==> config.mk <==
export PLATFORM = sky130hd
export DESIGN_NAME = amh_ram
export DESIGN_NICKNAME = d
export VERILOG_FILES = /design/src/rtl/activity_max_heap_top_defines.svh /design/src/rtl/amh_ram.sv
export SDC_FILE = /design/constraint.sdc
export NUM_CORES = 1
export LEC_CHECK = 0
export BUFFER_PORTS_ARGS = -buffer_cell sky130_fd_sc_hd__buf_2
export CORE_MARGIN = 1.5
export CORE_UTILIZATION = 60
export CTS_CLUSTER_DIAMETER = 100
export DETAILED_ROUTE_END_ITERATION = 10
export PLACE_DENSITY = 0.78
export SETUP_SLACK_MARGIN = 0.1
export SLEW_MARGIN = 40
export SYNTH_ARGS = -nofsm -noshare
export SYNTH_HDL_FRONTEND = slang
export SYNTH_SLANG_ARGS = --single-unit
==> constraint.sdc <==
create_clock -name aclk -period 2.25 [get_ports aclk]
set_input_delay 0.225 -clock aclk [delete_from_list [all_inputs] [get_ports aclk]]
set_output_delay 0.225 -clock aclk [all_outputs]
set_load 0.005 [all_outputs]
==> src/rtl/activity_max_heap_top_defines.svh <==
// Assertion macros for the activity max-heap RTL.
`ifndef ACTIVITY_MAX_HEAP_TOP_DEFINES_SVH
`define ACTIVITY_MAX_HEAP_TOP_DEFINES_SVH
`ifndef NO_ASSERTIONS
`define AMH_ASSERT(lbl, prop, msg) \
    lbl: assert property (@(posedge aclk) disable iff (!aresetn) prop) else $error(msg);
`define AMH_ASSERT_RST(lbl, prop, msg) \
    lbl: assert property (@(posedge aclk) prop) else $error(msg);
`else
`define AMH_ASSERT(lbl, prop, msg)
`define AMH_ASSERT_RST(lbl, prop, msg)
`endif
`endif

==> src/rtl/amh_ram.sv <==
// Single-port-write, single-port-read synchronous RAM with registered read.
`timescale 1ns / 1ps
module amh_ram #(
    parameter int W = 8,
    parameter int D = 16
) (
    input  logic                 aclk,
    input  logic                 we,
    input  logic [$clog2(D)-1:0] waddr,
    input  logic [W-1:0]         wdata,
    input  logic [$clog2(D)-1:0] raddr,
    output logic [W-1:0]         rdata
);
    logic [W-1:0] mem [D];

    always_ff @(posedge aclk) begin
        if (we) begin
            mem[waddr] <= wdata;
        end
        rdata <= mem[raddr];
    end
endmodule

==> results_dict.tcl <==
set metrics [dict create \
    n_antenna_cell 0 \
    rows 33 \
    grt-ovfl-total 0 \
    fmax_ghz 0.723 \
    finalSetupTns_ps 0 \
    drtIter0Drc 255 \
    ir_drop_v 0.000707 \
    dp_hpwl_mm 6.03 \
    cts_resized 0 \
    finClkSkew_ps 4.92 \
    final_cell_mix "edfxtp_1, buf_2, mux4_2, buf_4" \
    portBuffers 25 \
    cts_made_buffers 17 \
    area_growth_pct 18.7 \
    min_period_ps 1380 \
    p_comb_share_pct 4.3 \
    wl_mm 10.8 \
    critical_path.max_fanout 1 \
    crit_path_end_kind "flop" \
    drv_cap 0 \
    num_vias 2596 \
    fp.dieH_um 95.6 \
    cts_setup_buffers 0 \
    grt_antenna_before_repair 0 \
    avgViaCountPerCell 6.49 \
    switching_share_pct 20.0 \
    min_path_type "in -> reg" \
    tightest_slew_ps 846 \
    seqPwrFrac_pct 46.9 \
    dieArea_um2 9140 \
    synth.distinct_cells 19 \
    crit_required_ps 2640 \
    grt_first_pass_wirelength_mm 15.7 \
    clkPwrFrac_pct 48.8 \
    final.period_utilization_pct 61.5 \
    syn_inst 229 \
    io_pins 26 \
    p_leak_nw 2.10 \
    finalMaxSlewViolations 0 \
    grt_usage_pct 26.3 \
    fillCellCount 440 \
    final_common_cell "edfxtp_1" \
    ys_ff_latch 136 \
    final_hold_viol_count 0 \
    drtPass1Iterations 4 \
    core-area_um2 8260 \
    drive_gt1_share_pct 31.9 \
    cts_tree "yes" \
    critPathArrivalTime_ps 1780 \
    yosysSeqAreaShare_pct 77.8 \
    hold_buffers 0 \
    die_width_um 95.6 \
    grt_max_degree 33 \
    rsz0062_at_grt "false" \
    startpoint_type "flop" \
    ys_warn_count 0 \
    clock-sinks 136 \
    clkLatencyLatePin_ps 520 \
    intPower_w 0.00487 \
    power_w 0.00608 \
    p_switching_w 0.00122 \
    status "finished, final reports clean" \
    grt_pass1_vias 2597 \
    htreeDepth 4 \
    syn-num-nets 247 \
    gp_congestion 0.763 \
    drc 0 \
    setup_viol_count_final 0 \
    avgSynthCellArea_um2 22.5 \
    clockBufferDepth 2 \
    ant_nets 0 \
    wire_per_inst_um 26.9 \
    syn-cell-area_um2 5150 \
    cellPowerDensity_nw_per_um2 995 \
    start_util_pct 62.3 \
    clkTransAtPathRegs_ps 60 \
    slew_headroom_pct 43.4 \
    nNetsFinal 300 \
    crit_type "reg -> reg" \
    cts_root_buffer "clkbuf_8" \
]
==> critical path, stage by stage, from the launching register on <==
cell	delay, ps
edfxtp_1	360
mux4_2	480
a22oi_1	310
nand2_1	100
==> path summary, 6_finish.rpt <==
check | startpoint | end | slack (ps) | depth (start not counted)
hold reg to reg | mem[15][3] | rdata[3] | 670 | 3
setup / recovery | mem[3][6] | rdata[6] | 870 | 3
setup reg to reg | mem[3][6] | rdata[6] | 870 | 3
hold / removal | wdata[3] | mem[10][3] | 90 | 1
==> sequential cells by signal (all words and copies together) (netlist names) <==
signal,flops
mem,128
rdata,8
==> synthesized netlist by cell type <==
library cell	count	area [um2]
and2b_1	1	7.51
mux4_1	14	368
nand2b_1	2	12.5
dfxtp_1	8	160
buf_6	3	33.8
a22oi_1	16	120
buf_4	1	7.51
nor2b_1	1	6.26
nor2_1	13	48.8
nand3b_1	2	15.0
nor3_1	4	20.0
nand3_1	1	5.00
edfxtp_1	128	3840
nand2_1	9	33.8
clkdlybuf4s25_2	3	30.0
or3b_2	1	8.76
and2_1	1	6.26
buf_2	3	15.0
mux4_2	18	405
==> per-stage QoR <==
stage / util, % / instance area [um2] / setup slack [ps] / instances / hold slack [ps]
3_5_place_dp: 66.3 / 5470 / 523 / 368 / 608
4_1_cts: 74.0 / 6110 / 861 / 400 / 78.6
3_3_place_gp: 66.3 / 5470 / 541 / 368 / 604
2_1_floorplan: - / 5150 / 532 / 229 / 324
6_report: 74.0 / 6110 / 867 / 400 / 86.8
5_1_grt: 74.0 / 6110 / 785 / 400 / 86.6
==> layout make-up <==
| class | count | area [um2] | area share (%) |
|---|---|---|---|
| flip-flops and latches | 136 | 4000 | 65.5 |
| multi-input cells | 83 | 1060 | 17.3 |
| clock buffers | 18 | 418 | 6.84 |
| repair buffers | 44 | 280 | 4.59 |
| clock inverters | 14 | 221 | 3.62 |
| well taps | 105 | 131 | 2.15 |
==> power by group through the flow <==
stage	clock network (W)	logic [W]	registers, W
2_1_floorplan	0	0.000144	0.00290
3_3_place_gp	0	0.000248	0.00290
3_5_place_dp	0	0.000257	0.00290
4_1_cts	0.00299	0.000262	0.00286
5_1_grt	0.00309	0.000281	0.00286
6_report	0.00297	0.000261	0.00285
==> routing by layer <==
layer  global-route usage (%)  up-vias  share of wire [%]
met5                        0        -                  0
met4                     13.4        0                3.5
met3                     5.98       27                7.2
li1                         -     1079                  -
met2                     39.5      148                 49
met1                     36.5     1342                 40
==> cell families after synthesis <==
group	Yosys count	share of synthesized area, %
AOI/OAI and AO/OA	16	2.33
buffers and inverters	10	1.68
DFF	136	77.8
muxes	32	15.0
and+or+nand+nor	35	3.18
Power figures use the tool's default switching activity.
