$ cat config.mk
export PLATFORM = sky130hd
export DESIGN_NAME = amh_seq
export DESIGN_NICKNAME = d
export VERILOG_FILES = /design/src/rtl/amh_pkg.sv /design/src/rtl/amh_seq.sv
export VERILOG_INCLUDE_DIRS = /design/src /design/src/rtl
export SDC_FILE = /design/constraint.sdc
export NUM_CORES = 1
export LEC_CHECK = 0
export ABC_AREA = 1
export BUFFER_PORTS_ARGS = -buffer_cell sky130_fd_sc_hd__buf_2
export CELL_PAD_IN_SITES_DETAIL_PLACEMENT = 2
export CELL_PAD_IN_SITES_GLOBAL_PLACEMENT = 2
export CORE_ASPECT_RATIO = 0.9
export CORE_MARGIN = 2
export CORE_UTILIZATION = 35
export CTS_BUF_LIST = sky130_fd_sc_hd__clkbuf_4 sky130_fd_sc_hd__clkbuf_8 sky130_fd_sc_hd__clkbuf_16
export DETAILED_ROUTE_END_ITERATION = 8
export PLACE_DENSITY_LB_ADDON = 0.05
export SYNTH_ARGS = -nofsm -noshare
export SYNTH_HDL_FRONTEND = slang
export SYNTH_SLANG_ARGS = --single-unit
$ cat constraint.sdc
create_clock -name aclk -period 4.37 [get_ports aclk]
set_input_delay 1.311 -clock aclk [delete_from_list [all_inputs] [get_ports aclk]]
set_output_delay 1.311 -clock aclk [all_outputs]
set_load 0.005 [all_outputs]
$ cat src/rtl/activity_max_heap_top_defines.svh
// Assertion macros for the activity max-heap RTL.
`ifndef ACTIVITY_MAX_HEAP_TOP_DEFINES_SVH
`define ACTIVITY_MAX_HEAP_TOP_DEFINES_SVH
`ifndef NO_ASSERTIONS
`define AMH_ASSERT(lbl, prop, msg) \
    lbl: assert property (@(posedge aclk) disable iff (!aresetn) prop) else $error(msg);
`define AMH_ASSERT_RST(lbl, prop, msg) \
    lbl: assert property (@(posedge aclk) prop) else $error(msg);
`else
`define AMH_ASSERT(lbl, prop, msg)
`define AMH_ASSERT_RST(lbl, prop, msg)
`endif
`endif

$ cat src/rtl/amh_pkg.sv
// Shared constants for the activity max-heap.
`timescale 1ns / 1ps
package amh_pkg;
    localparam int VAR_W      = 10;
    localparam int CMD_W      = 2;
    localparam int STAT_W     = 2;
    localparam int IN_ACT_W   = 32;
    localparam int S_TDATA_W  = 48;
    localparam int S_TUSER_W  = 2;
    localparam int M_TDATA_W  = 16;

    localparam logic [CMD_W-1:0] CMD_INSERT = 2'd0;
    localparam logic [CMD_W-1:0] CMD_UPDATE = 2'd1;
    localparam logic [CMD_W-1:0] CMD_POP    = 2'd2;
    localparam logic [CMD_W-1:0] CMD_QUERY  = 2'd3;

    localparam logic [STAT_W-1:0] STAT_OK          = 2'd0;
    localparam logic [STAT_W-1:0] STAT_PRESENT     = 2'd1;
    localparam logic [STAT_W-1:0] STAT_NOT_PRESENT = 2'd2;
    localparam logic [STAT_W-1:0] STAT_POP_EMPTY   = 2'd3;
endpackage

$ cat src/rtl/amh_seq.sv
// Heap sequencer: command decode, sift up/down over the RAMs, result register.
`timescale 1ns / 1ps
`include "activity_max_heap_top_defines.svh"
module amh_seq #(
    parameter int NUM_VARS  = 1024,
    parameter int ACT_WIDTH = 32
) (
    input  logic                          aclk,
    input  logic                          aresetn,
    input  logic                          s_tvalid,
    output logic                          s_tready,
    input  logic [amh_pkg::CMD_W-1:0]     s_cmd,
    input  logic [amh_pkg::VAR_W-1:0]     s_var,
    input  logic [amh_pkg::IN_ACT_W-1:0]  s_act,
    output logic                          m_tvalid,
    input  logic                          m_tready,
    output logic [amh_pkg::VAR_W-1:0]     m_popped,
    output logic                          m_in_heap,
    output logic                          m_empty,
    output logic [amh_pkg::STAT_W-1:0]    m_status,
    output logic                          hp_we,
    output logic [$clog2(NUM_VARS)-1:0]   hp_waddr,
    output logic [amh_pkg::VAR_W-1:0]     hp_wdata,
    output logic [$clog2(NUM_VARS)-1:0]   hp_raddr,
    input  logic [amh_pkg::VAR_W-1:0]     hp_rdata,
    output logic                          ps_we,
    output logic [$clog2(NUM_VARS)-1:0]   ps_waddr,
    output logic [$clog2(NUM_VARS):0]     ps_wdata,
    output logic [$clog2(NUM_VARS)-1:0]   ps_raddr,
    input  logic [$clog2(NUM_VARS):0]     ps_rdata,
    output logic                          ac_we,
    output logic [$clog2(NUM_VARS)-1:0]   ac_waddr,
    output logic [ACT_WIDTH-1:0]          ac_wdata,
    output logic [$clog2(NUM_VARS)-1:0]   ac_raddr,
    input  logic [ACT_WIDTH-1:0]          ac_rdata
);
    localparam int IW = $clog2(NUM_VARS);
    localparam int CW = $clog2(NUM_VARS + 1);
    localparam int VW = amh_pkg::VAR_W;
    localparam int SW = amh_pkg::STAT_W;

    localparam logic [4:0] S_CLR     = 5'd0;
    localparam logic [4:0] S_IDLE    = 5'd1;
    localparam logic [4:0] S_CHK     = 5'd2;
    localparam logic [4:0] S_UP_TEST = 5'd3;
    localparam logic [4:0] S_UP_PAR  = 5'd4;
    localparam logic [4:0] S_UP_CMP  = 5'd5;
    localparam logic [4:0] S_P_TOP   = 5'd6;
    localparam logic [4:0] S_P_LAST  = 5'd7;
    localparam logic [4:0] S_P_ACT   = 5'd8;
    localparam logic [4:0] S_D_TEST  = 5'd9;
    localparam logic [4:0] S_D_L     = 5'd10;
    localparam logic [4:0] S_D_R     = 5'd11;
    localparam logic [4:0] S_D_RA    = 5'd12;
    localparam logic [4:0] S_D_DEC   = 5'd13;
    localparam logic [4:0] S_FIN     = 5'd14;
    localparam logic [4:0] S_RES     = 5'd15;
    localparam logic [4:0] S_OUT     = 5'd16;

    logic [4:0]           state_reg, state_next;
    logic [IW-1:0]        clr_reg, clr_next;
    logic [CW-1:0]        count_reg, count_next;
    logic                 m_valid_reg, m_valid_next;

    logic [amh_pkg::CMD_W-1:0] cmd_reg, cmd_next;
    logic [VW-1:0]        var_reg, var_next;
    logic                 vin_reg, vin_next;
    logic [ACT_WIDTH-1:0] act_in_reg, act_in_next;
    logic [IW-1:0]        slot_reg, slot_next;
    logic [VW-1:0]        item_reg, item_next;
    logic [ACT_WIDTH-1:0] item_act_reg, item_act_next;
    logic [VW-1:0]        top_reg, top_next;
    logic [VW-1:0]        pick_v_reg, pick_v_next;
    logic [ACT_WIDTH-1:0] pick_a_reg, pick_a_next;
    logic [IW-1:0]        pick_s_reg, pick_s_next;
    logic [VW-1:0]        lv_reg, lv_next;
    logic [ACT_WIDTH-1:0] la_reg, la_next;
    logic [SW-1:0]        status_reg, status_next;
    logic [VW-1:0]        popped_reg, popped_next;
    logic [VW-1:0]        m_popped_reg, m_popped_next;
    logic                 m_in_heap_reg, m_in_heap_next;
    logic                 m_empty_reg, m_empty_next;
    logic [SW-1:0]        m_status_reg, m_status_next;

    logic [CW:0]          left_w;
    logic [CW:0]          right_w;
    logic                 pos_v;
    logic [ACT_WIDTH-1:0] raised;

    assign left_w   = {(CW + 1 - IW)'(0), slot_reg} + {(CW + 1 - IW)'(0), slot_reg}
                      + (CW + 1)'(1);
    assign right_w  = left_w + (CW + 1)'(1);
    assign pos_v    = ps_rdata[IW];
    assign raised   = (act_in_reg > ac_rdata) ? act_in_reg : ac_rdata;
    assign s_tready = (state_reg == S_IDLE);

    always_comb begin
        state_next     = state_reg;
        clr_next       = clr_reg;
        count_next     = count_reg;
        m_valid_next   = m_valid_reg;
        cmd_next       = cmd_reg;
        var_next       = var_reg;
        vin_next       = vin_reg;
        act_in_next    = act_in_reg;
        slot_next      = slot_reg;
        item_next      = item_reg;
        item_act_next  = item_act_reg;
        top_next       = top_reg;
        pick_v_next    = pick_v_reg;
        pick_a_next    = pick_a_reg;
        pick_s_next    = pick_s_reg;
        lv_next        = lv_reg;
        la_next        = la_reg;
        status_next    = status_reg;
        popped_next    = popped_reg;
        m_popped_next  = m_popped_reg;
        m_in_heap_next = m_in_heap_reg;
        m_empty_next   = m_empty_reg;
        m_status_next  = m_status_reg;

        hp_we    = 1'b0;
        hp_waddr = slot_reg;
        hp_wdata = item_reg;
        hp_raddr = '0;
        ps_we    = 1'b0;
        ps_waddr = IW'(item_reg);
        ps_wdata = {1'b1, slot_reg};
        ps_raddr = IW'(var_reg);
        ac_we    = 1'b0;
        ac_waddr = IW'(var_reg);
        ac_wdata = act_in_reg;
        ac_raddr = IW'(var_reg);

        if (m_valid_reg && m_tready) begin
            m_valid_next = 1'b0;
        end

        unique case (state_reg)
            S_CLR: begin
                ps_we    = 1'b1;
                ps_waddr = clr_reg;
                ps_wdata = '0;
                clr_next = clr_reg + IW'(1);
                if (clr_reg == IW'(NUM_VARS - 1)) begin
                    state_next = S_IDLE;
                end
            end
            S_IDLE: begin
                ps_raddr = IW'(s_var);
                ac_raddr = IW'(s_var);
                if (s_tvalid) begin
                    cmd_next    = s_cmd;
                    var_next    = s_var;
                    vin_next    = (32'(s_var) < NUM_VARS);
                    act_in_next = ACT_WIDTH'(s_act);
                    status_next = amh_pkg::STAT_OK;
                    popped_next = '0;
                    if (s_cmd == amh_pkg::CMD_POP) begin
                        if (count_reg == '0) begin
                            status_next = amh_pkg::STAT_POP_EMPTY;
                            state_next  = S_RES;
                        end else begin
                            state_next = S_P_TOP;
                        end
                    end else begin
                        state_next = S_CHK;
                    end
                end
            end
            S_CHK: begin
                state_next = S_RES;
                case (cmd_reg)
                    amh_pkg::CMD_INSERT: begin
                        if (!vin_reg) begin
                            status_next = amh_pkg::STAT_NOT_PRESENT;
                        end else if (pos_v) begin
                            status_next = amh_pkg::STAT_PRESENT;
                        end else begin
                            ac_we         = 1'b1;
                            item_next     = var_reg;
                            item_act_next = act_in_reg;
                            slot_next     = IW'(count_reg);
                            count_next    = count_reg + CW'(1);
                            state_next    = S_UP_TEST;
                        end
                    end
                    amh_pkg::CMD_UPDATE: begin
                        if (!vin_reg || !pos_v) begin
                            status_next = amh_pkg::STAT_NOT_PRESENT;
                        end else begin
                            ac_we         = 1'b1;
                            ac_wdata      = raised;
                            item_next     = var_reg;
                            item_act_next = raised;
                            slot_next     = ps_rdata[IW-1:0];
                            state_next    = S_UP_TEST;
                        end
                    end
                    default: begin
                    end
                endcase
            end
            S_UP_TEST: begin
                hp_raddr    = (slot_reg - IW'(1)) >> 1;
                pick_s_next = (slot_reg - IW'(1)) >> 1;
                state_next  = (slot_reg == '0) ? S_FIN : S_UP_PAR;
            end
            S_UP_PAR: begin
                pick_v_next = hp_rdata;
                ac_raddr    = IW'(hp_rdata);
                state_next  = S_UP_CMP;
            end
            S_UP_CMP: begin
                if (item_act_reg > ac_rdata) begin
                    hp_we      = 1'b1;
                    hp_wdata   = pick_v_reg;
                    ps_we      = 1'b1;
                    ps_waddr   = IW'(pick_v_reg);
                    slot_next  = pick_s_reg;
                    state_next = S_UP_TEST;
                end else begin
                    state_next = S_FIN;
                end
            end
            S_P_TOP: begin
                top_next   = hp_rdata;
                hp_raddr   = IW'(count_reg - CW'(1));
                state_next = S_P_LAST;
            end
            S_P_LAST: begin
                item_next  = hp_rdata;
                ac_raddr   = IW'(hp_rdata);
                state_next = S_P_ACT;
            end
            S_P_ACT: begin
                item_act_next = ac_rdata;
                ps_we         = 1'b1;
                ps_waddr      = IW'(top_reg);
                ps_wdata      = '0;
                count_next    = count_reg - CW'(1);
                popped_next   = top_reg;
                slot_next     = '0;
                state_next    = (count_reg == CW'(1)) ? S_RES : S_D_TEST;
            end
            S_D_TEST: begin
                hp_raddr    = IW'(left_w);
                pick_s_next = IW'(left_w);
                if (left_w >= (CW + 1)'(count_reg)) begin
                    state_next = S_FIN;
                end else begin
                    state_next = S_D_L;
                end
            end
            S_D_L: begin
                lv_next    = hp_rdata;
                ac_raddr   = IW'(hp_rdata);
                hp_raddr   = IW'(right_w);
                state_next = S_D_R;
            end
            S_D_R: begin
                la_next = ac_rdata;
                if (right_w < (CW + 1)'(count_reg)) begin
                    pick_v_next = hp_rdata;
                    ac_raddr    = IW'(hp_rdata);
                    state_next  = S_D_RA;
                end else begin
                    pick_v_next = lv_reg;
                    pick_a_next = ac_rdata;
                    pick_s_next = IW'(left_w);
                    state_next  = S_D_DEC;
                end
            end
            S_D_RA: begin
                if (ac_rdata > la_reg) begin
                    pick_a_next = ac_rdata;
                    pick_s_next = IW'(right_w);
                end else begin
                    pick_v_next = lv_reg;
                    pick_a_next = la_reg;
                    pick_s_next = IW'(left_w);
                end
                state_next = S_D_DEC;
            end
            S_D_DEC: begin
                if (item_act_reg > pick_a_reg) begin
                    state_next = S_FIN;
                end else begin
                    hp_we      = 1'b1;
                    hp_wdata   = pick_v_reg;
                    ps_we      = 1'b1;
                    ps_waddr   = IW'(pick_v_reg);
                    slot_next  = pick_s_reg;
                    state_next = S_D_TEST;
                end
            end
            S_FIN: begin
                hp_we      = 1'b1;
                ps_we      = 1'b1;
                state_next = S_RES;
            end
            S_RES: begin
                state_next = S_OUT;
            end
            S_OUT: begin
                if (!m_valid_reg || m_tready) begin
                    m_valid_next   = 1'b1;
                    m_popped_next  = popped_reg;
                    m_in_heap_next = vin_reg && pos_v;
                    m_empty_next   = (count_reg == '0);
                    m_status_next  = status_reg;
                    state_next     = S_IDLE;
                end
            end
            default: begin
                state_next = S_IDLE;
            end
        endcase
    end

    always_ff @(posedge aclk) begin
        if (!aresetn) begin
            state_reg   <= S_CLR;
            clr_reg     <= '0;
            count_reg   <= '0;
            m_valid_reg <= 1'b0;
        end else begin
            state_reg   <= state_next;
            clr_reg     <= clr_next;
            count_reg   <= count_next;
            m_valid_reg <= m_valid_next;
        end
    end

    always_ff @(posedge aclk) begin
        cmd_reg       <= cmd_next;
        var_reg       <= var_next;
        vin_reg       <= vin_next;
        act_in_reg    <= act_in_next;
        slot_reg      <= slot_next;
        item_reg      <= item_next;
        item_act_reg  <= item_act_next;
        top_reg       <= top_next;
        pick_v_reg    <= pick_v_next;
        pick_a_reg    <= pick_a_next;
        pick_s_reg    <= pick_s_next;
        lv_reg        <= lv_next;
        la_reg        <= la_next;
        status_reg    <= status_next;
        popped_reg    <= popped_next;
        m_popped_reg  <= m_popped_next;
        m_in_heap_reg <= m_in_heap_next;
        m_empty_reg   <= m_empty_next;
        m_status_reg  <= m_status_next;
    end

    assign m_tvalid  = m_valid_reg;
    assign m_popped  = m_popped_reg;
    assign m_in_heap = m_in_heap_reg;
    assign m_empty   = m_empty_reg;
    assign m_status  = m_status_reg;

    `AMH_ASSERT(a_count_max, count_reg <= CW'(NUM_VARS), "heap count above capacity")
    `AMH_ASSERT(a_out_src, $rose(m_tvalid) |-> $past(state_reg == S_OUT), "result not from S_OUT")
    `AMH_ASSERT(a_take_busy, s_tvalid && s_tready |=> state_reg != S_IDLE, "accepted beat ignored")
    `AMH_ASSERT_RST(a_rst_clr, !aresetn |=> state_reg == S_CLR && !m_tvalid, "reset not clearing")
endmodule

==> results of run 1 <==
## layer usage
metal | GRT usage [%] | wire length (um)
met2 | 58.67 | 47240
met5 | 0 | 0
met1 | 38.94 | 36960
met3 | 3.755 | 4513
met4 | 15.17 | 4989
## critical path, delay by kind of cell
kind | cells | cell delay [ns]
buffers and inverters | 8 | 1.04
adder cells (fa/ha/maj) | 1 | 0.27
AO/OA/AOI/OAI | 1 | 0.08
AND/OR/NAND/NOR | 6 | 0.86
## area by class of cell
type / count / area (sq um) / share of cell area (%)
clock buffer: 45 / 945.9 / 3.834
inverter: 280 / 1116 / 4.523
sequential: 253 / 7327 / 29.70
tap: 624 / 780.7 / 3.164
timing repair buffer: 502 / 3726 / 15.10
clock inverter: 17 / 96.34 / 0.3905
multi-input combinational: 1402 / 10680 / 43.28
antenna: 1 / 2.502 / 0.01014
## stage by stage
step	hold slack [ns]	worst slack (ns)
floorplan	0.4003	0.1706
global placement	0.4026	-0.8359
detailed placement	0.4057	-0.8452
CTS	0.4196	-0.3819
global route	0.4417	-0.5590
finish	0.4284	-0.5462
## cells in the final DEF, fill, tap and decap left out, types with 44 or more instances in the layout
cell,Yosys,final
nand2_1,447,338
edfxtp_1,226,226
buf_4,3,226
inv_1,262,218
buf_2,14,205
nor2_1,149,128
a21oi_1,147,127
ha_1,156,108
nand2_2,36,79
o21ai_0,83,68
nand3_1,160,62
o21ai_2,30,62
nand2_4,3,61
nand3_2,2,54
ha_4,0,48
nand3_4,0,46
buf_6,0,44
## final timing paths
kind	startpoint	end	slack (ns)	cells after the start
hold reg to reg	status_reg[0]	m_status[0]	0.43	0
hold / removal	status_reg[0]	m_status[0]	0.43	0
setup / recovery	ac_rdata[19]	ac_wdata[31]	-0.55	16
setup reg to reg	act_in_reg[31]	item_act_reg[8]	-0.25	28
## power breakdown
group	leakage, nW	total, mW	switching [mW]	internal [mW]
Sequential	2.23	2.62	0.00351	2.62
Combinational	8.21	0.667	0.383	0.285
Clock	0.525	2.79	1.26	1.53
Total	11.0	6.08	1.64	4.44
## what timing repair did
item,4_1_cts,5_1_grt
endpoints found under the setup margin,64,66
pin swaps,134,121
gates resized for setup,436,243
buffers inserted,74,29
gates cloned,5,0
## cells by family after synthesis
kind of cell	count (synthesis)	share of synthesized area, %
AND/OR/NAND/NOR	872	23.12
XOR/XNOR	20	1.043
adder cells (fa/ha/maj)	156	11.62
flip-flops	253	43.63
AO/OA/AOI/OAI	354	12.38
buffers and inverters	337	8.210
==> results.tsv, run 1 <==
metric	value	unit
dp_hpwl	51.00	mm
post_dp_cell_area	0.01974	sq mm
tightest_slew	0.7797	ns
power	6.083	mW
dr.pass1.iters	5	
synth-seq-area-share	43.63	%
synthTopCellsByArea	edfxtp_1 (40%), ha_1 (12%), nand2_1 (10%), inv_1 (5.9%), nand3_1 (4.8%)	
track_usage	32.59	%
synth_edf_count	226	
finalWorstSetupSlack	-0.5462	ns
crit_type	in -> out	
routed_wl	93.70	mm
critPathArrivalTime	3.61	ns
p_leak	10.97	nW
cts_tree	done	
cts_buffer_depth	3	
yosys_warnings	0	
antenna_found_initial	2	
path_max_fanout	8	
die_w	234.9	um
synth_top_area_share	40.41	%
finalHoldViolCount	0	
core-area	0.04764	sq mm
synth_most_common_cell	nand2_1	
ant_nets	0	
htree_num_levels	2	
initial_core_util	35.25	%
place.gp.congestion	0.8733	
start_kind	input pin	
slew_violations	0	
yosysUniqueCellTypes	60	
clk_pin_slew	0.06	ns
crit_chain	buf_8 > inv_4 > ha_4 > nand4_1 > nor4_4 > buf_6 > nand4_1 > buf_6 > buf_6 > nand2_8 > buf_12 > nand2_4 > nand3_2 > o21ai_2 > inv_1 > buf_2	
synth_commonest_cells	nand2_1 (447), inv_1 (262), edfxtp_1 (226), nand3_1 (160), ha_1 (156)	
stdcell_count	3124	
synthCells	1992	
grt_pass1_wl	123.1	mm
worst_ir_drop_vdd	214.0	uV
num_vias	17890	
die_area	0.04976	sq mm
yosys.area.top_type	edfxtp_1	
path_common_cell	buf_6	
slowest_stage	nor4_4	
dp_cells	2959	
port_buffers	232	
skew	0.02763	ns
failed_checks	setup timing	
fin_tns_setup	-22.46	ns
fin_crit	4.916	ns
drcViolationCount	0	
finalCritPeriodShare	112.5	%
status	finished, violations left	
critPathRequiredTime	3.06	ns
avgSynthCellArea	8.431	sq um
grt_start_max_net_pins	45	
final_core_util	51.79	%
powerDensity	246.5	mW/mm^2
clockRootBuffer	clkbuf_16	
cts_sinks	253	
slowest_delay	0.29	ns
fmax	0.2034	GHz
grt_pass1_vias	19580	
clock_latency	0.59	ns
vias_per_cell	5.726	
num_rows	76	
slew_headroom	48.02	%
chipHeight	211.8	um
drtIter0Drc	1313	
synth_ff_type	edfxtp_1	
async_reset_ff_share	0	%
hold_class	reg -> reg	
layout.nets	2730	
syn-num-nets	2249	
ios	233	
setup_viol	65	
ys_ff_latch	253	
final_area	0.02467	sq mm
cts_buffers	34	
endpoint_kind	output pin	
overflow	0	
ctsHoldBuffers	0	
drv_cap	0	
rsz0062_at_grt	yes	
nFillCells	4941	
syn_area	0.01679	sq mm
layout-drive-gt1-share	41.90	%
wl_per_cell	29.99	um
area_delta_synth_final	46.91	%
No activity file was read; power rests on OpenSTA's default activity.
==> inputs of run 2 (changes only) <==
--- a/config.mk
+++ b/config.mk
@@ -16,6 +16,7 @@
 export CTS_BUF_LIST = sky130_fd_sc_hd__clkbuf_4 sky130_fd_sc_hd__clkbuf_8 sky130_fd_sc_hd__clkbuf_16
 export DETAILED_ROUTE_END_ITERATION = 8
 export PLACE_DENSITY_LB_ADDON = 0.05
+export RECOVER_POWER = 25
 export SYNTH_ARGS = -nofsm -noshare
 export SYNTH_HDL_FRONTEND = slang
 export SYNTH_SLANG_ARGS = --single-unit
==> run 2 against run 1 <==
Against the previous run:
- the run still ends with setup timing left
- first-iteration DRC count decreased by 0.69%
- highest routed layer unchanged
- via count about the same
- hold slack got worse by 0.0015 ns
- clock skew about the same
==> results.tsv, run 2 (synthesis results as in run 1) <==
metric	value	unit	change
routed_wl	93.68	mm	about the same
crit_chain	buf_8 > inv_4 > ha_4 > nand4_1 > nor4_4 > buf_6 > nand4_1 > buf_6 > buf_6 > nand2_8 > buf_12 > nand2_4 > nand3_2 > o21ai_2 > inv_1 > buf_2		
cts_tree	done		
p_int	4.428	mW	-0.24%
cts_buffer_depth	3		unchanged
drtIter0Drc	1304		-0.69%
final_core_util	51.59	%	-0.20 points
drcViolationCount	0		unchanged
slew_headroom	49.32	%	+1.3 points
powerDensity	247.3	mW/mm^2	+0.32%
overflow	0		unchanged
fin_crit	4.916	ns	-0.0005340 ns
num_vias	17900		+0.078%
skew	0.02740	ns	-0.0002324 ns
vias_per_cell	5.729		about the same
post-place-ws	-0.8452	ns	unchanged
cp_top_family	buffers and inverters		
die_area	0.04976	sq mm	unchanged
multiInputGateArea	0.01068	sq mm	unchanged
finalWorstSetupSlack	-0.5457	ns	+0.0005340 ns
start_kind	input pin		
pwr-share-comb	10.8	%	-0.2 points
final_common_cell	nand2_1		
slowest_delay	0.29	ns	about the same
ios	233		unchanged
setup_viol	65		unchanged
worst_ir_drop_vdd	213.5	uV	-0.21%
num_rows	76		unchanged
grt_pass1_wl	123.1	mm	unchanged
pwr-share-seq	43.2	%	about the same
cts_sinks	253		unchanged
dp_hpwl	51.00	mm	unchanged
layout-drive-gt1-share	40.22	%	-1.7 points
sw_frac_of_total	27.15	%	+0.12 points
die_w	234.9	um	unchanged
p_clk_share	46.0	%	about the same
initial_core_util	35.25	%	unchanged
grt_pass1_vias	19580		unchanged
clock_latency	0.58	ns	about the same
endpoint_kind	output pin		
wl_per_cell	29.98	um	about the same
layout.nets	2730		unchanged
dr.pass1.iters	5		unchanged
clk_pin_slew	0.06	ns	about the same
fmax	0.2034	GHz	about the same
slew_violations	0		unchanged
clockRootBuffer	clkbuf_16		
failed_checks	setup timing		
path_common_cell	buf_6		
path_max_fanout	8		unchanged
hold_class	reg -> reg		
grt_start_max_net_pins	45		unchanged
critPathArrivalTime	3.60	ns	about the same
finalHoldViolCount	0		unchanged
area_delta_synth_final	46.33	%	
p_leak	10.84	nW	-1.2%
status	finished, violations left		
cts_buffers	34		unchanged
antenna_found_initial	2		unchanged
rsz0062_at_grt	yes		
drv_cap	0		unchanged
port_buffers	232		unchanged
htree_num_levels	2		unchanged
chipHeight	211.8	um	unchanged
slowest_stage	nor4_4		
path_buf_inv	8		unchanged
critPathRequiredTime	3.06	ns	about the same
ant_nets	0		unchanged
core-area	0.04764	sq mm	unchanged
track_usage	32.59	%	unchanged
finalCritPeriodShare	112.5	%	about the same
nFillCells	4970		+0.59%
layout_common_cells	nand2_1 (338), edfxtp_1 (226), inv_1 (218)		
switching_power	1.651	mW	+0.36%
crit_type	in -> out		
place.gp.congestion	0.8733		unchanged
tightest_slew	0.7411	ns	-0.03854 ns
seqCellArea	0.007327	sq mm	unchanged
[run 2: changes by cell type in the layout (fill, tap and decap cells not counted)]
cell | before | now
buf_2 | 205 | 182
buf_4 | 226 | 207
clkbuf_1 | 0 | 42
diode_2 | 1 | 2
[run 2: final cells by class]
cell class              instances  share of cell area (%)
well taps                     624                   3.177
flip-flops and latches        253                   29.81
clock buffers                  45                   3.849
repair buffers                502                   14.75
multi-input cells            1402                   43.45
inverters                     280                   4.541
diodes                          2                 0.02036
clock inverters                17                  0.3920
[run 2: per-layer routing]
layer	vias up	part of all wire (%)	global-route usage, %
met4	0	5.3	15.17
met5	-	0	0
met3	296	5.0	3.755
li1	7757	-	-
met2	725	50	58.67
met1	9125	39	38.94
[run 2: per-stage QoR]
stage / TNS (ns) / hold WS (ns) / instances / total power, mW / instance area [sq um]
2_1_floorplan: 0 / 0.4003 / 1992 / 2.835 / 16790
3_3_place_gp: -31.71 / 0.4026 / 2959 / 3.027 / 19740
3_5_place_dp: -34.33 / 0.4057 / 2959 / 3.049 / 19740
4_1_cts: -14.82 / 0.4196 / 3098 / 5.910 / 23350
5_1_grt: -26.97 / 0.4417 / 3124 / 6.190 / 24570
6_report: -22.55 / 0.4269 / 3125 / 6.079 / 24580
[run 2: worst register-to-register path: cells and delay by family (launching register included)]
kind | cells | cell delay, ns
simple gates | 7 | 0.81
flops | 1 | 0.55
buf+inv | 19 | 2.56
compound gates | 1 | 0.14
fa+ha+maj | 1 | 0.37
[run 2: power groups by stage]
stage / clock, mW / sequential, mW / combinational, mW
2_1_floorplan: 0 / 2.67 / 0.161
3_3_place_gp: 0 / 2.67 / 0.352
3_5_place_dp: 0 / 2.67 / 0.375
4_1_cts: 2.77 / 2.62 / 0.516
5_1_grt: 2.89 / 2.62 / 0.681
6_report: 2.80 / 2.62 / 0.656
[run 2: final timing paths]
path | start | to | slack [ns] | cells past startpoint
worst max-delay path | ac_rdata[19] | ac_wdata[31] | -0.55 | 16
worst min-delay path | status_reg[0] | m_status[0] | 0.43 | 0
worst max register to register | act_in_reg[31] | item_act_reg[8] | -0.23 | 28
worst min register to register | status_reg[0] | m_status[0] | 0.43 | 0
[run 2: timing repair]
item                                   CTS  global route
hold buffers                             0             0
buffers inserted                        74            29
pin swaps                              134           121
cloned                                   5             0
endpoints found under the hold margin    0             0
setup endpoints to repair               64            66
resized for setup                      436           243
==> inputs of run 3 (changes only) <==
--- a/config.mk
+++ b/config.mk
@@ -10,13 +10,14 @@
 export BUFFER_PORTS_ARGS = -buffer_cell sky130_fd_sc_hd__buf_2
 export CELL_PAD_IN_SITES_DETAIL_PLACEMENT = 2
 export CELL_PAD_IN_SITES_GLOBAL_PLACEMENT = 2
-export CORE_ASPECT_RATIO = 0.9
+export CORE_ASPECT_RATIO = 2
 export CORE_MARGIN = 2
 export CORE_UTILIZATION = 35
 export CTS_BUF_LIST = sky130_fd_sc_hd__clkbuf_4 sky130_fd_sc_hd__clkbuf_8 sky130_fd_sc_hd__clkbuf_16
 export DETAILED_ROUTE_END_ITERATION = 8
 export PLACE_DENSITY_LB_ADDON = 0.05
 export RECOVER_POWER = 25
+export SETUP_SLACK_MARGIN = 0.2
 export SYNTH_ARGS = -nofsm -noshare
 export SYNTH_HDL_FRONTEND = slang
 export SYNTH_SLANG_ARGS = --single-unit
==> run 3 against run 2 <==
Against the previous run:
- the flow finishes with violations (capacitance limit, slew limit, setup timing)
- fmax shrank 6.2%
- first-iteration DRC count down 19%
- register-to-register slack got worse by 0.07 ns
- clock power hardly changed
- hold slack better by 0.0030 ns
- clock skew grew 0.017 ns
- utilization is 0.31 points lower
- power fell by 0.69%
- die area up 0.21%
- clock-buffer cell count is 11 lower
- via count rose by 1.3%
- critical path type unchanged
- largest power group unchanged
==> results.tsv, run 3 (synthesis results as in run 1) <==
metric	value	unit	change
drtIter0Drc	1054		-19%
finalHoldViolCount	0		unchanged
rsz0062_at_grt	yes		
p_clk_share	46.2	%	+0.2 points
num_rows	113		+49%
endpoint_kind	output pin		
cts_sinks	253		unchanged
grt_pass1_wl	125.2	mm	+1.7%
r2r_setup_slack	-0.30	ns	-0.07 ns
powerDensity	247.8	mW/mm^2	+0.19%
port_buffers	232		unchanged
slew_headroom	-5.539	%	-55 points
setup_viol	87		+34%
layout.nets	2762		+1.2%
chipHeight	313.8	um	+48%
finalCritPeriodShare	120.0	%	+7.5 points
cts_buffers	28		-18%
dp_cells	2960		+0.034%
p_leak	10.97	nW	+1.2%
sw_frac_of_total	26.32	%	-0.83 points
drcViolationCount	0		unchanged
crit_path_start	ac_rdata[11]		
htree_num_levels	1		-1
wl_per_cell	30.69	um	+2.4%
multiInputGateArea	0.01004	sq mm	-6.0%
grt_pass1_vias	20400		+4.2%
final_common_cell	nand2_1		
die_area	0.04986	sq mm	+0.21%
place.gp.congestion	0.9022		+3.3%
fin_crit	5.242	ns	+0.3267 ns
clock_latency	0.61	ns	+0.03 ns
skew	0.04472	ns	+0.01732 ns
seqCellArea	0.007327	sq mm	unchanged
area_delta_synth_final	45.04	%	
die_w	158.9	um	-32%
layout_common_cells	nand2_1 (347), inv_1 (232), edfxtp_1 (226)		
dp_hpwl	56.50	mm	+11%
hold_class	reg -> reg		
nFillCells	5128		+3.2%
post_dp_cell_area	0.01979	sq mm	+0.24%
reg2reg_depth	28		unchanged
worst_ir_drop_vdd	259.3	uV	+21%
path_max_fanout	7		-1
fin_tns_setup	-47.86	ns	-25.31 ns
overflow	0		unchanged
critPathArrivalTime	3.93	ns	+0.33 ns
critPathRequiredTime	3.06	ns	about the same
status	finished, violations left		
vias_per_cell	5.739		+0.18%
dr.pass1.iters	5		unchanged
crit_type	in -> out		
switching_power	1.589	mW	-3.7%
start_kind	input pin		
tightest_slew	1.577	ns	+0.8361 ns
timing.rr.start	act_in_reg[27]		
holdWs	0.4299	ns	+0.003043 ns
drv_cap	1		+1
core-area	0.04751	sq mm	-0.28%
post-place-ws	-0.9170	ns	-0.07182 ns
p_int	4.448	mW	+0.44%
crit_end	ac_wdata[14]		
stdcell_count	3161		+1.2%
num_vias	18140		+1.3%
clk_pin_slew	0.08	ns	+0.02 ns
pwr-share-seq	43.4	%	+0.2 points
grt_start_max_net_pins	55		+22%
cts_tree	done		
ios	233		unchanged
final_area	0.02436	sq mm	-0.88%
failed_checks	capacitance limit, slew limit, setup timing		
ant_nets	0		unchanged
initial_core_util	35.35	%	+0.10 points
cts_buffer_depth	3		unchanged
routed_wl	97.01	mm	+3.6%
antenna_found_initial	0		-2
slew_violations	15		+15
fmax	0.1908	GHz	-6.2%
pwr-share-comb	10.4	%	-0.4 points
layout-drive-gt1-share	37.28	%	-2.9 points
r2r_end	item_act_reg[25]		
clockRootBuffer	clkbuf_16		
track_usage	33.29	%	+0.70 points
finalWorstSetupSlack	-0.8724	ns	-0.3267 ns
[run 3: through the flow]
step	total power, mW	util [%]
floorplan	2.836	-
global route	6.142	51.27
global placement	3.038	41.66
detailed placement	3.061	41.66
finish	6.036	51.28
CTS	5.914	48.92
[run 3: area by class of cell]
class                      count  area share [%]
antenna                        2         0.02055
clock buffer                  34           3.190
clock inverter                18           1.027
inverter                     280           4.469
multi-input combinational   1402           41.21
sequential                   253           30.08
tap                          632           3.246
timing repair buffer         540           16.75
[run 3: worst min path at each step]
stage                       start          end  slack, ns  cells after the start
floorplan           popped_reg[0]  m_popped[0]       0.40                      0
global route        popped_reg[0]  m_popped[0]       0.45                      0
CTS                 status_reg[1]  m_status[1]       0.42                      0
detailed placement  status_reg[1]  m_status[1]       0.41                      0
finish              popped_reg[5]  m_popped[5]       0.43                      0
global placement    popped_reg[4]  m_popped[4]       0.40                      0
[run 3: power groups by stage]
stage                     Sequential, mW  Combinational, mW  Clock (mW)
final                               2.62              0.625        2.79
after global routing                2.62              0.648        2.87
after CTS                           2.62              0.514        2.78
after detailed placement            2.67              0.387           0
after global placement              2.67              0.364           0
after floorplan                     2.67              0.162           0
[run 3: routing by layer]
metal / vias to the layer above / track usage, % / routed length, um / part of all wire, %
met5: - / 0 / 0 / 0
met4: 0 / 20.64 / 7640 / 7.9
met3: 372 / 3.747 / 4197 / 4.3
li1: 7810 / - / - / -
met1: 9132 / 31.67 / 32340 / 33
met2: 828 / 66.94 / 52840 / 54
[run 3: critical path, cell delays in order]
cell and delay (ns):
buf_2 0.09, inv_1 0.07, ha_1 0.37, nand2_1 0.10, inv_1 0.11, nand3_1 0.23, nor2_1 0.22, buf_4 0.15
nand4_1 0.16, buf_6 0.19, buf_12 0.16, buf_6 0.15, nand3_1 0.10, nand3_2 0.10, o21ai_1 0.25, buf_2 0.15
[run 3: what timing repair did]
action / in CTS / in global routing
cloned: 5 / 1
setup buffers: 113 / 28
hold buffers: 0 / 0
resized for setup: 356 / 234
setup endpoints to repair: 76 / 70
pin swaps: 100 / 96
